File: src/hdl/rfsd_pkg.sv
package rfsd_pkg;

   localparam int COORD_W = 16;
   localparam int ID_W    = 16;
   localparam int DIST_W  = 34;
   localparam int CSR_IDX_W = 3;
   localparam int CSR_DAT_W = 16;

   localparam logic [CSR_IDX_W-1:0] CSR_OBSERVER_X    = 3'd0;
   localparam logic [CSR_IDX_W-1:0] CSR_OBSERVER_Y    = 3'd1;
   localparam logic [CSR_IDX_W-1:0] CSR_OBSERVER_Z    = 3'd2;
   localparam logic [CSR_IDX_W-1:0] CSR_RADAR_RANGE   = 3'd3;
   localparam logic [CSR_IDX_W-1:0] CSR_GRAB_STRENGTH = 3'd4;
   localparam logic [CSR_IDX_W-1:0] CSR_SORT_RESULTS  = 3'd5;

   typedef struct packed {
      logic              valid;
      logic [ID_W-1:0]   id;
      logic [DIST_W-1:0] dsq;
      logic              pick;
   } entry_type;

   localparam entry_type EMPTY_ENTRY = '0;

   typedef struct packed {
      logic      valid;
      logic      last;
      logic      keep;
      entry_type entry;
   } dist_out_type;

   typedef enum logic [1:0] {
      CELL_HOLD,
      CELL_SORT,
      CELL_SHIFT
   } cell_op_type;

   typedef struct packed {
      cell_op_type op;
      logic        load;
      logic        pair_left;
      logic        pair_right;
   } cell_ctrl_type;

   typedef enum logic [1:0] {
      ST_SCAN,
      ST_SORT,
      ST_DRAIN
   } rfsd_state_type;

endpackage

File: src/hdl/rfsd_dist.sv
module rfsd_dist import rfsd_pkg::*; (
   input  logic                      clock,
   input  logic                      reset,
   input  logic                      in_valid,
   input  logic signed [COORD_W-1:0] obj_x,
   input  logic signed [COORD_W-1:0] obj_y,
   input  logic signed [COORD_W-1:0] obj_z,
   input  logic        [ID_W-1:0]    object_id,
   input  logic        [15:0]        object_mass,
   input  logic                      last_object,
   input  logic signed [COORD_W-1:0] observer_x,
   input  logic signed [COORD_W-1:0] observer_y,
   input  logic signed [COORD_W-1:0] observer_z,
   input  logic        [15:0]        radar_range,
   input  logic        [15:0]        mass_limit,
   output dist_out_type              dout
);

   function automatic logic [15:0] abs_diff(input logic signed [15:0] a,
                                            input logic signed [15:0] b);
      logic signed [16:0] d;
      d = {a[15], a} - {b[15], b};
      return d[16] ? 16'(-d) : d[15:0];
   endfunction

   logic            s1_valid_ff;
   logic            s1_last_ff;
   logic            s1_pick_ff;
   logic [ID_W-1:0] s1_id_ff;
   logic [15:0]     s1_mx_ff, s1_my_ff, s1_mz_ff;

   logic            s2_valid_ff;
   logic            s2_last_ff;
   logic            s2_pick_ff;
   logic [ID_W-1:0] s2_id_ff;
   logic [31:0]     s2_sx_ff, s2_sy_ff, s2_sz_ff;
   logic [31:0]     r2_ff;

   logic [DIST_W-1:0] d2;

   always_ff @(posedge clock) begin
      if (reset) begin
         s1_valid_ff <= 1'b0;
         s2_valid_ff <= 1'b0;
      end else begin
         s1_valid_ff <= in_valid;
         s2_valid_ff <= s1_valid_ff;
      end
   end

   always_ff @(posedge clock) begin
      s1_last_ff <= last_object;
      s1_pick_ff <= object_mass < mass_limit;
      s1_id_ff   <= object_id;
      s1_mx_ff   <= abs_diff(obj_x, observer_x);
      s1_my_ff   <= abs_diff(obj_y, observer_y);
      s1_mz_ff   <= abs_diff(obj_z, observer_z);

      s2_last_ff <= s1_last_ff;
      s2_pick_ff <= s1_pick_ff;
      s2_id_ff   <= s1_id_ff;
      s2_sx_ff   <= {16'b0, s1_mx_ff} * {16'b0, s1_mx_ff};
      s2_sy_ff   <= {16'b0, s1_my_ff} * {16'b0, s1_my_ff};
      s2_sz_ff   <= {16'b0, s1_mz_ff} * {16'b0, s1_mz_ff};
      // range squared tracks the register; the user must keep it static during a scan, the block does not enforce it
      r2_ff      <= {16'b0, radar_range} * {16'b0, radar_range};
   end

   assign d2 = {2'b0, s2_sx_ff} + {2'b0, s2_sy_ff} + {2'b0, s2_sz_ff};

   always_comb begin
      dout.valid       = s2_valid_ff;
      dout.last        = s2_last_ff;
      dout.keep        = d2 < {2'b0, r2_ff};
      dout.entry.valid = 1'b1;
      dout.entry.id    = s2_id_ff;
      dout.entry.dsq   = d2;
      dout.entry.pick  = s2_pick_ff;
   end

endmodule

File: config.mk
export PLATFORM = sky130hd
export DESIGN_NAME = rfsd_dist
export DESIGN_NICKNAME = d
export VERILOG_FILES = /design/src/hdl/rfsd_pkg.sv /design/src/hdl/rfsd_dist.sv
export SDC_FILE = /design/constraint.sdc
export NUM_CORES = 2
export LEC_CHECK = 0
export ABC_AREA = 1
export BUFFER_PORTS_ARGS = -buffer_cell sky130_fd_sc_hd__clkbuf_2
export CAP_MARGIN = 25
export CORE_MARGIN = 3
export CORE_UTILIZATION = 50
export DETAILED_ROUTE_END_ITERATION = 8
export PLACE_DENSITY = 0.71
export REMOVE_ABC_BUFFERS = 1
export SYNTH_ARGS = -nofsm -noshare
export SYNTH_HDL_FRONTEND = slang
export SYNTH_SLANG_ARGS = --single-unit
File: constraint.sdc
create_clock -name clock -period 6.4 [get_ports clock]
set_clock_uncertainty 0.05 [all_clocks]
set_input_delay 0.32 -clock clock [delete_from_list [all_inputs] [get_ports clock]]
set_output_delay 0.32 -clock clock [all_outputs]
set_load 0.01 [all_outputs]
==> out/metrics.cfg <==
[status]
status = finished clean

[finish]
nNetsFinal = 6789
area_growth_pct = 7.79
diodes = 0
fin_area_um2 = 44600
drive_gt1_share_pct = 6.24

[worst_hold_path]
hp-class = input pin to flip-flop
hold_path_depth = 3

[die]
rows = 104
die_h_um = 294
die_area_um2 = 86300
core_area_um2 = 81200
die_w_um = 294
ios = 219
initial_core_util_pct = 51.0

[run]
drv_cap = 0

[drt]
num_vias = 32200
ant_nets = 0
drc_errors = 0
drtPass1Iterations = 5
drt-vias-per-instance = 4.96
wl_per_cell_um = 14.4
drt_iter0_drc = 1660
drt_wl_total_mm = 93.3

[yosys]
synthTopCellsByArea = fa_1, ha_1, inv_1
synth_edf_count = 0
seq_area_frac_synth_pct = 10.2
yosysMostFrequentCell = inv_1
synthArstFlopShare_pct = 0
synth_common_cells = inv_1, nand2_1, fa_1
synth.distinct_cells = 51
synth.largest_area_cell = fa_1
yosysTopAreaCellShare_pct = 33.1
yosys_warnings = 0
postSynthAreaPerCell_um2 = 7.87
synthesis.area_um2 = 41400
ys_ff_latch = 210
synth_ff_type = dfxtp_1
syn-instance-count = 5256

[sta]
min_period_over_period_pct = 94.5
finalSetupTns_ns = 0
hold_viol_final = 0
fin_ws_ns = 0.352
rsz0062_at_grt = false
period_minus_slack_ns = 6.05
clock.fmax_mhz = 165
worstMarginPinSlew_ns = 0.841
drv_slew = 0
fin_hold_ws_ns = 0.0404
slew_headroom_pct = 43.9
setup_viol_count_final = 0

[global_routing]
grt_max_degree = 21
groute.usage.overall_pct = 22.5
grtUsageMet2_pct = 39.9
antenna_found_initial = 0
grt_overflow = 0
gr-usage-met1_pct = 30.4
first_global_vias = 33700
gr-usage-met3_pct = 1.92
gr-max-usage-layer = met2
grt_pass1_wl_mm = 161

[critical_path]
crit_arrival_ns = 6.44
crit_fanout = 15
r2r_cells = 23
critPathRequiredTime_ns = 6.79
endpoint_kind = flip-flop
path_class = flip-flop to flip-flop
critPathLaunchType = flip-flop

[placed_design]
pre_cts_ws_ns = 0.364
portBuffers = 217
placed_area_um2 = 43500
dp_hpwl_mm = 80.7
place_congestion = 0.912

[clocking]
cts_buffers = 26
path_clk_slew_ns = 0.06
clock_path_buffers = 3
cts_htree_levels = 1
clk_latency_ns = 0.58
clock-sinks = 210
clockRootBuffer = clkbuf_16
cts_tree = built

==> cell families after synthesis <==
kind of cell    Yosys count  synth area share, %
fa+ha+maj              1210                 49.0
simple gates           1554                 15.2
compound gates          439                 6.00
xor+xnor                222                 4.82
buf+inv                1619                 14.8
other cells               2               0.0181
flops                   210                 10.2
==> critical path, stage by stage (launching register included) <==
cell and delay, ns:
dfxtp_1 0.81, nand2_1 0.21, fa_1 0.53, inv_1 0.06
fa_1 0.49, inv_1 0.06, fa_1 0.54, inv_1 0.05
fa_1 0.44, fa_1 0.49, inv_1 0.05, fa_1 0.47
inv_1 0.05, ha_1 0.36, nand2_1 0.09, inv_1 0.08
nand2_1 0.07, nor3_1 0.26, nand4_1 0.15, nand3_1 0.20
a21o_1 0.17, nand2_1 0.08, nand4_1 0.08, nand2_1 0.08
==> per-layer routing <==
layer	share of wire, %	routed length, um	vias to the layer above
met5	0	0	-
met2	49	45800	723
met3	4.4	4150	105
met4	1.7	1560	0
li1	-	-	15900
met1	45	41700	15500
==> registers in the layout, summed over array words and instances (netlist names) <==
name / count
r2_ff: 31
s2_id_ff: 16
s1_valid_ff: 1
s1_pick_ff: 1
s2_last_ff: 1
s2_sy_ff: 31
s2_sx_ff: 31
s2_valid_ff: 1
s1_id_ff: 16
s2_sz_ff: 31
s1_last_ff: 1
s1_my_ff: 16
s1_mz_ff: 16
s2_pick_ff: 1
s1_mx_ff: 16
==> final timing paths <==
check           startpoint            to  slack (ns)
min reg2reg     s1_pick_ff    s2_pick_ff        0.28
min          observer_x[0]   s1_mx_ff[0]        0.04
max reg2reg    s1_mz_ff[5]  s2_sz_ff[28]        0.35
max            s1_mz_ff[5]  s2_sz_ff[28]        0.35
==> per-stage QoR <==
step / util, % / cells
floorplan: - / 5128
global placement: 53.5 / 6427
detailed placement: 53.5 / 6428
CTS: 54.9 / 6494
global route: 54.9 / 6494
finish: 54.9 / 6494
==> area by class of cell <==
class | count | area (um^2)
well taps | 1060 | 1330
repair buffers | 259 | 1450
flip-flops and latches | 210 | 4210
fillers | 7657 | 36600
clock inverters | 17 | 277
multi-input cells | 3429 | 31100
inverters | 1489 | 5590
clock buffers | 30 | 686
==> placed cells by master (no fill, tap or decap), types with 23 or more instances in the layout <==
cell,count
nor2_1,217
o21bai_1,30
inv_1,1487
nor3_1,27
ha_1,525
xnor2_1,75
a21oi_1,231
buf_4,23
fa_1,685
o21ai_0,84
clkbuf_2,217
xor2_1,140
nand4_1,46
dfxtp_1,204
clkbuf_16,26
nand3_1,108
nand2_1,1108
==> repair_timing <==
item | in CTS | in global routing
setup endpoints to repair | 0 | 2
resized for setup | 0 | 6
hold buffers | 19 | 0
endpoints found under the hold margin | 19 | 0
setup buffers | 0 | 0
Power is not shown: default switching activity piles up to over one toggle a cycle in this logic, so the estimate is an artifact.
