**config.mk**
```make
export PLATFORM = sky130hd
export DESIGN_NAME = rfsd_cell
export DESIGN_NICKNAME = d
export VERILOG_FILES = /design/src/hdl/rfsd_pkg.sv /design/src/hdl/rfsd_cell.sv
export SDC_FILE = /design/constraint.sdc
export NUM_CORES = 1
export LEC_CHECK = 0
export ABC_AREA = 1
export CORE_UTILIZATION = 49
export DETAILED_ROUTE_END_ITERATION = 12
export DONT_BUFFER_PORTS = 1
export PLACE_DENSITY_LB_ADDON = 0.15
export SYNTH_ARGS = -nofsm -noshare
export SYNTH_HDL_FRONTEND = slang
export SYNTH_SLANG_ARGS = --single-unit
```
**constraint.sdc**
```tcl
create_clock -name clock -period 9.5 [get_ports clock]
set_input_delay 0 -clock clock [delete_from_list [all_inputs] [get_ports clock]]
set_output_delay 0 -clock clock [all_outputs]
set_load 0.01 [all_outputs]
```
**src/hdl/rfsd_pkg.sv**
```systemverilog
package rfsd_pkg;

   localparam int COORD_W = 16;
   localparam int ID_W    = 16;
   localparam int DIST_W  = 34;
   localparam int CSR_IDX_W = 3;
   localparam int CSR_DAT_W = 16;

   localparam logic [CSR_IDX_W-1:0] CSR_OBSERVER_X    = 3'd0;
   localparam logic [CSR_IDX_W-1:0] CSR_OBSERVER_Y    = 3'd1;
   localparam logic [CSR_IDX_W-1:0] CSR_OBSERVER_Z    = 3'd2;
   localparam logic [CSR_IDX_W-1:0] CSR_RADAR_RANGE   = 3'd3;
   localparam logic [CSR_IDX_W-1:0] CSR_GRAB_STRENGTH = 3'd4;
   localparam logic [CSR_IDX_W-1:0] CSR_SORT_RESULTS  = 3'd5;

   typedef struct packed {
      logic              valid;
      logic [ID_W-1:0]   id;
      logic [DIST_W-1:0] dsq;
      logic              pick;
   } entry_type;

   localparam entry_type EMPTY_ENTRY = '0;

   typedef struct packed {
      logic      valid;
      logic      last;
      logic      keep;
      entry_type entry;
   } dist_out_type;

   typedef enum logic [1:0] {
      CELL_HOLD,
      CELL_SORT,
      CELL_SHIFT
   } cell_op_type;

   typedef struct packed {
      cell_op_type op;
      logic        load;
      logic        pair_left;
      logic        pair_right;
   } cell_ctrl_type;

   typedef enum logic [1:0] {
      ST_SCAN,
      ST_SORT,
      ST_DRAIN
   } rfsd_state_type;

endpackage

```
**src/hdl/rfsd_cell.sv**
```systemverilog
module rfsd_cell import rfsd_pkg::*; (
   input  logic          clock,
   input  logic          reset,
   input  cell_ctrl_type ctrl,
   input  entry_type     new_entry,
   input  entry_type     left_entry,
   input  entry_type     right_entry,
   input  logic          left_gt,
   output entry_type     q,
   output logic          gt_right
);

   entry_type entry_ff;
   entry_type entry_in;

   assign q = entry_ff;

   // strict compare keeps equal distances in arrival order
   assign gt_right = entry_ff.valid & right_entry.valid & (entry_ff.dsq > right_entry.dsq);

   always_comb begin
      entry_in = entry_ff;
      unique case (ctrl.op)
         CELL_HOLD: begin
            if (ctrl.load) begin
               entry_in = new_entry;
            end
         end
         CELL_SORT: begin
            if (ctrl.pair_right && gt_right) begin
               entry_in = right_entry;
            end else if (ctrl.pair_left && left_gt) begin
               entry_in = left_entry;
            end
         end
         CELL_SHIFT: begin
            entry_in = right_entry;
         end
         default: begin
            entry_in = entry_ff;
         end
      endcase
   end

   always_ff @(posedge clock) begin
      if (reset) begin
         entry_ff.valid <= 1'b0;
      end else begin
         entry_ff.valid <= entry_in.valid;
      end
      entry_ff.id   <= entry_in.id;
      entry_ff.dsq  <= entry_in.dsq;
      entry_ff.pick <= entry_in.pick;
   end

endmodule

```
==> results of run 1 <==
## synth_stat cells
cell,number,share of area
nor2_1,63,0.055
nor3_1,2,0.0023
clkbuf_1,22,0.019
or2_2,1,0.0015
dfxtp_1,1,0.0047
nand3_4,1,0.0041
buf_2,3,0.0035
inv_1,78,0.068
nor2_2,3,0.0044
edfxtp_1,51,0.36
nand2_2,2,0.0029
a21oi_1,118,0.14
o21ai_2,4,0.0082
nand3_1,1,0.0012
buf_1,3,0.0026
a21o_1,2,0.0035
ha_1,37,0.11
nand2_1,145,0.13
o21ai_0,29,0.034
nand4_1,1,0.0015
buf_6,6,0.016
o211ai_1,18,0.032
o21ai_1,1,0.0012
a21boi_1,1,0.0018
clkinv_1,1,0.00088
## path summary, 6_finish.rpt
kind	slack, ps	startpoint	to
worst max-delay path	5140	q[26]$_DFFE_PP_	q[51]$_SDFFE_PP0P_
worst max register to register	5140	q[26]$_DFFE_PP_	q[51]$_SDFFE_PP0P_
worst min register to register	1170	q[51]$_SDFFE_PP0P_	q[51]$_SDFFE_PP0P_
worst min-delay path	-4	right_entry[24]	q[24]$_DFFE_PP_
## cell usage in the layout, fill, tap and decap left out, types with 2 or more instances in the layout
cell type,synthesis,layout
o21ai_0,29,29
nand2_2,2,2
inv_1,78,77
ha_2,0,3
nor3_1,2,2
dlygate4sd3_1,0,78
edfxtp_1,51,51
o211ai_1,18,18
nand2_1,145,145
nor2_2,3,3
a21oi_1,118,118
clkinv_1,1,3
clkbuf_8,0,5
nor2_1,63,63
ha_1,37,34
a21o_1,2,2
o21ai_2,4,4
buf_4,0,2
## cells by family after synthesis
family / after synthesis
compound gates: 173
fa+ha+maj: 37
buf+inv: 113
flops: 52
simple gates: 219
## power breakdown
part           internal, W  switching [W]
sequential        0.000291      0.0000311
clock            0.0000769      0.0000738
combinational    0.0000866       0.000106
total             0.000455       0.000211
## per-layer routing
metal / track usage / vias to the layer above / part of all wire
met4: 0.0833 / 0 / 0.027
li1: - / 2065 / -
met1: 0.294 / 1867 / 0.39
met2: 0.461 / 199 / 0.50
met5: 0 / - / 0
met3: 0.0774 / 32 / 0.088
## through the flow
step	worst slack [ps]	std cells	area (µm²)
global placement	5730	667	4260
floorplan	6420	594	4280
detailed placement	5550	667	4260
finish	5140	753	5140
CTS	5060	752	5130
global route	4640	753	5140
## critical path, cell delays in order, from the launching register on
cell	delay, ps
edfxtp_1	460
ha_1	340
nand2_1	90
nor2_1	170
nand2_1	120
nor2_2	110
nand2_1	60
nand2_1	60
nor2_1	50
nand2_2	70
nand3_4	770
nand2_1	290
nand2_1	120
inv_2	790
a21oi_1	150
dlygate4sd3_1	590
## area by class of cell
class | count | area (µm²) | share of cell area
multi-input cells | 429 | 2260 | 0.440
flip-flops and latches | 52 | 1550 | 0.302
repair buffers | 80 | 796 | 0.155
inverters | 79 | 297 | 0.0577
well taps | 105 | 131 | 0.0255
clock buffers | 5 | 68.8 | 0.0134
clock inverters | 3 | 37.5 | 0.00730
## repair_timing
item / in CTS / in global routing
endpoints found under the hold margin: 52 / 1
hold buffers: 77 / 1
endpoints found under the setup margin: 0 / 0
gates resized for setup: 0 / 0
setup buffers: 0 / 0
==> results.toml, run 1 <==
[flow_run]
cap_viol_max_count = 0

[synth]
synthSimpleGateAreaFrac = 0.200
seq_area_frac_synth = 0.363
synth-seq-cells = 52
syn_nets = 795
synthXorXnorAreaFrac = 0
ys.warnings.count = 0
syn_area_um2 = 4280
ys_types = 25
syn_avg_cell_area_um2 = 7.20
synth_top_family_by_area = "compound AO/OA/AOI/OAI gates"
synth_fa_ha_area_frac = 0.108
synth_compound_area_frac = 0.218
synthCells = 594
muxShareOfSynthArea = 0

[finish]
layout-drive-gt1-share = 0.0355
layout.nets = 848
largest_reg_flops = 52
utilization = 0.617
area_growth_pct = 20.2
antenna_cells = 0
fill_cells = 759

[critical_path]
path_max_fanout = 104
r2r_cells = 15
crit_type = "flip-flop to flip-flop"
required_ps = 9690
end_kind = "flip-flop"
critPathLaunchType = "flip-flop"
cp.arrival_ps = 4550

[routing]
via_per_inst = 5.53
drt_iter0_markers = 161
ant_nets = 0
wirelength_mm = 12.0
dr_total_vias = 4163
detail_route.wl_per_cell_um = 16.0
drtPass1Iterations = 4
drc = 0

[status]
violations = "hold timing"
status = "complete, but fails checks"

[pwr]
p_leak_nw = 2.37
max-vdd-ir-drop_mv = 0.0700
p_total_w = 0.000666
powerDensity_nw_per_um2 = 129

[global_route]
grt_pass1_vias = 3828
grt_usage = 0.259
antenna_found_initial = 0
grt_pass1_wl_mm = 17.9
grt_max_degree = 105
grt_overflow = 0

[timing]
report.final.hold_viol_count = 2
fin_crit_ps = 4360
finalClockSkew_ps = 9.35
slew_headroom = 0.229
slew_violations = 0
rsz0062_at_grt = "no"
fin_crit_sh = 0.459
setup_violations = 0
tns_ps = 0
whs_ps = -3.91
worst_slew_pin_slew_ps = 1160
max_freq_mhz = 229

[floorplanning]
dieArea_um2 = 9110
fp.dieW_um = 95.4
rows = 33
start_util = 0.513
die_h_um = 95.4
io_pins = 217
coreArea_um2 = 8340

[cts]
cts-root-buf = "clkbuf_8"
htreeDepth = 2
cts_buffers = 5
cts_tree = "built"
clkLatencyLatePin_ps = 300
cts_buffer_depth = 2
path_clk_slew_ps = 100
numClockSinks = 52

[placement]
port_buffers = 0
routabilityCongestion = 0.787
dp_hpwl_mm = 7.92

[worst_hold_path]
min_path_type = "primary input to flip-flop"
whs_path_depth = 2
No activity file was read; power rests on OpenSTA's default activity.
==> run 2, diff against run 1 <==
Clock period 9.5 ns to 3.6 ns, I/O delays scaled along.
==> run 2 against run 1 <==
Net effect: sequential power increased to 2.6 times the previous value; largest power group unchanged; die area unchanged; global-route usage increased by 0.90 points; routed wire length increased by 3.7%; count of clock-buffer cells in the layout unchanged; first-iteration DRC count increased by 5.0%; the run now ends clean; worst setup slack got worse by 4700 ps; critical path depth unchanged; sequential cell count unchanged; fmax increased by 40%.
==> results.toml, run 2 (synthesis gave the netlist of run 1 again) <==
[routing]
dr_total_vias = 4257
ant_nets = 0
wirelength_mm = 12.5
drtPass1Iterations = 4
detail_route.wl_per_cell_um = 16.1
via_per_inst = 5.48
drt_iter0_markers = 169
drc = 0

[placement]
postPlaceCellArea_um2 = 4330
port_buffers = 0
numPlacedInstances = 674
dp_hpwl_mm = 8.18
routabilityCongestion = 0.764

[cts]
numClockSinks = 52
clkLatencyLatePin_ps = 310
cts_buffers = 5
post_cts_buffers = 0
htreeDepth = 2
path_clk_slew_ps = 110
cts-root-buf = "clkbuf_8"
cts_tree = "built"
cts_buffer_depth = 2

[finish]
most-common-layout-cells = "nand2_1, a21oi_1, dlygate4sd3_1"
largest_reg_flops = 52
fin_area_um2 = 5380
layout.nets = 872
antenna_cells = 0
area_growth_pct = 25.7
layout-drive-gt1-share = 0.0476
stdcell_count = 777
final_common_cell = "nand2_1"

[pwr]
p_total_w = 0.00176
p_leak_nw = 2.48
max-vdd-ir-drop_mv = 0.155
powerDensity_nw_per_um2 = 327

[critical_path]
crit_family = "buffers and inverters"
crit_cells = 15
timing.critical_path.buf_inv = 3
required_ps = 3670
r2r_cells = 15
critPathSlowestCell = "dlygate4sd3_1"
slowest_delay_ps = 560
critPathLaunchType = "flip-flop"
end_kind = "flip-flop"
path_cells = "ha_1, nand2_1, inv_1, nand2_1, nand2_1, a21oi_1, nand2_1, nor2_1, nand2_2, nand3_4, buf_12, nand2_1, o211ai_1, a21oi_1, dlygate4sd3_1"
cp.arrival_ps = 3200
crit_type = "flip-flop to flip-flop"
critPathMostFrequentCell = "nand2_1"
path_max_fanout = 103

[global_route]
grt_max_degree = 104
grt_usage = 0.268
antenna_found_initial = 0
grt_overflow = 0
grt_pass1_wl_mm = 18.6
grt_pass1_vias = 4121

[timing]
slew_violations = 0
tns_ps = 0
fin_crit_ps = 3130
report.final.hold_viol_count = 0
fin_crit_sh = 0.869
rsz0062_at_grt = "no"
setup_violations = 0
slew_headroom = 0.600
whs_ps = 4.36
finalClockSkew_ps = 14.9
worst_slew_pin_slew_ps = 600
max_freq_mhz = 320

[worst_hold_path]
min_path_type = "primary input to flip-flop"
whs_path_depth = 2

[floorplanning]
die_h_um = 95.4
dieArea_um2 = 9110
rows = 33
start_util = 0.513
fp.dieW_um = 95.4
io_pins = 217
coreArea_um2 = 8340

[flow_run]
cap_viol_max_count = 0

[status]
status = "complete, no violations"
## run 2: cell types whose count changed in the layout (fill, tap and decap cells not counted), moves of 2 or more
cell	delta
dlygate4sd3_1	+17
clkinvlp_4	+2
buf_12	+2
buf_4	+5
clkinv_1	-2
## run 2: final cells by class
class	count	area, µm²
fill	732	2960
clock inverter	3	23.8
timing repair buffer	104	1040
clock buffer	5	68.8
inverter	79	297
sequential	52	1550
tap	105	131
multi-input combinational	429	2260
## run 2: worst register-to-register path: cells and delay by family, from the launching register on
| kind | cells | cell delay, ps |
|---|---|---|
| compound gates | 3 | 370 |
| fa+ha+maj | 1 | 330 |
| buf+inv | 3 | 920 |
| flops | 1 | 470 |
| simple gates | 8 | 820 |
## run 2: layer usage
metal / part of all wire / vias up / track usage
li1: - / 2118 / -
met1: 0.39 / 1912 / 0.300
met2: 0.51 / 207 / 0.488
met3: 0.086 / 20 / 0.0702
met4: 0.019 / 0 / 0.0896
met5: 0 / - / 0
## run 2: report_power, final
group,switching (W),total (W),internal (W)
Clock,0.000205,0.000343,0.000138
Combinational,0.000293,0.000564,0.000271
Sequential,0.0000829,0.000849,0.000766
## run 2: what timing repair did
| item | CTS | global route |
|---|---|---|
| hold endpoints to repair | 52 | 0 |
| hold buffers | 95 | 0 |
| gates resized for setup | 0 | 0 |
## run 2: worst paths after layout
path	startpoint	end	slack [ps]
setup / recovery	q[30]$_DFFE_PP_	q[39]$_DFFE_PP_	470
hold / removal	right_entry[18]	q[18]$_DFFE_PP_	4
setup reg to reg	q[30]$_DFFE_PP_	q[39]$_DFFE_PP_	470
hold reg to reg	q[51]$_SDFFE_PP0P_	q[51]$_SDFFE_PP0P_	1190
## run 2: through the flow
stage | utilization | setup WS, ps
2_1_floorplan | - | 518
3_3_place_gp | 0.520 | 916
3_5_place_dp | 0.520 | 864
4_1_cts | 0.645 | 515
5_1_grt | 0.645 | 213
6_report | 0.645 | 473
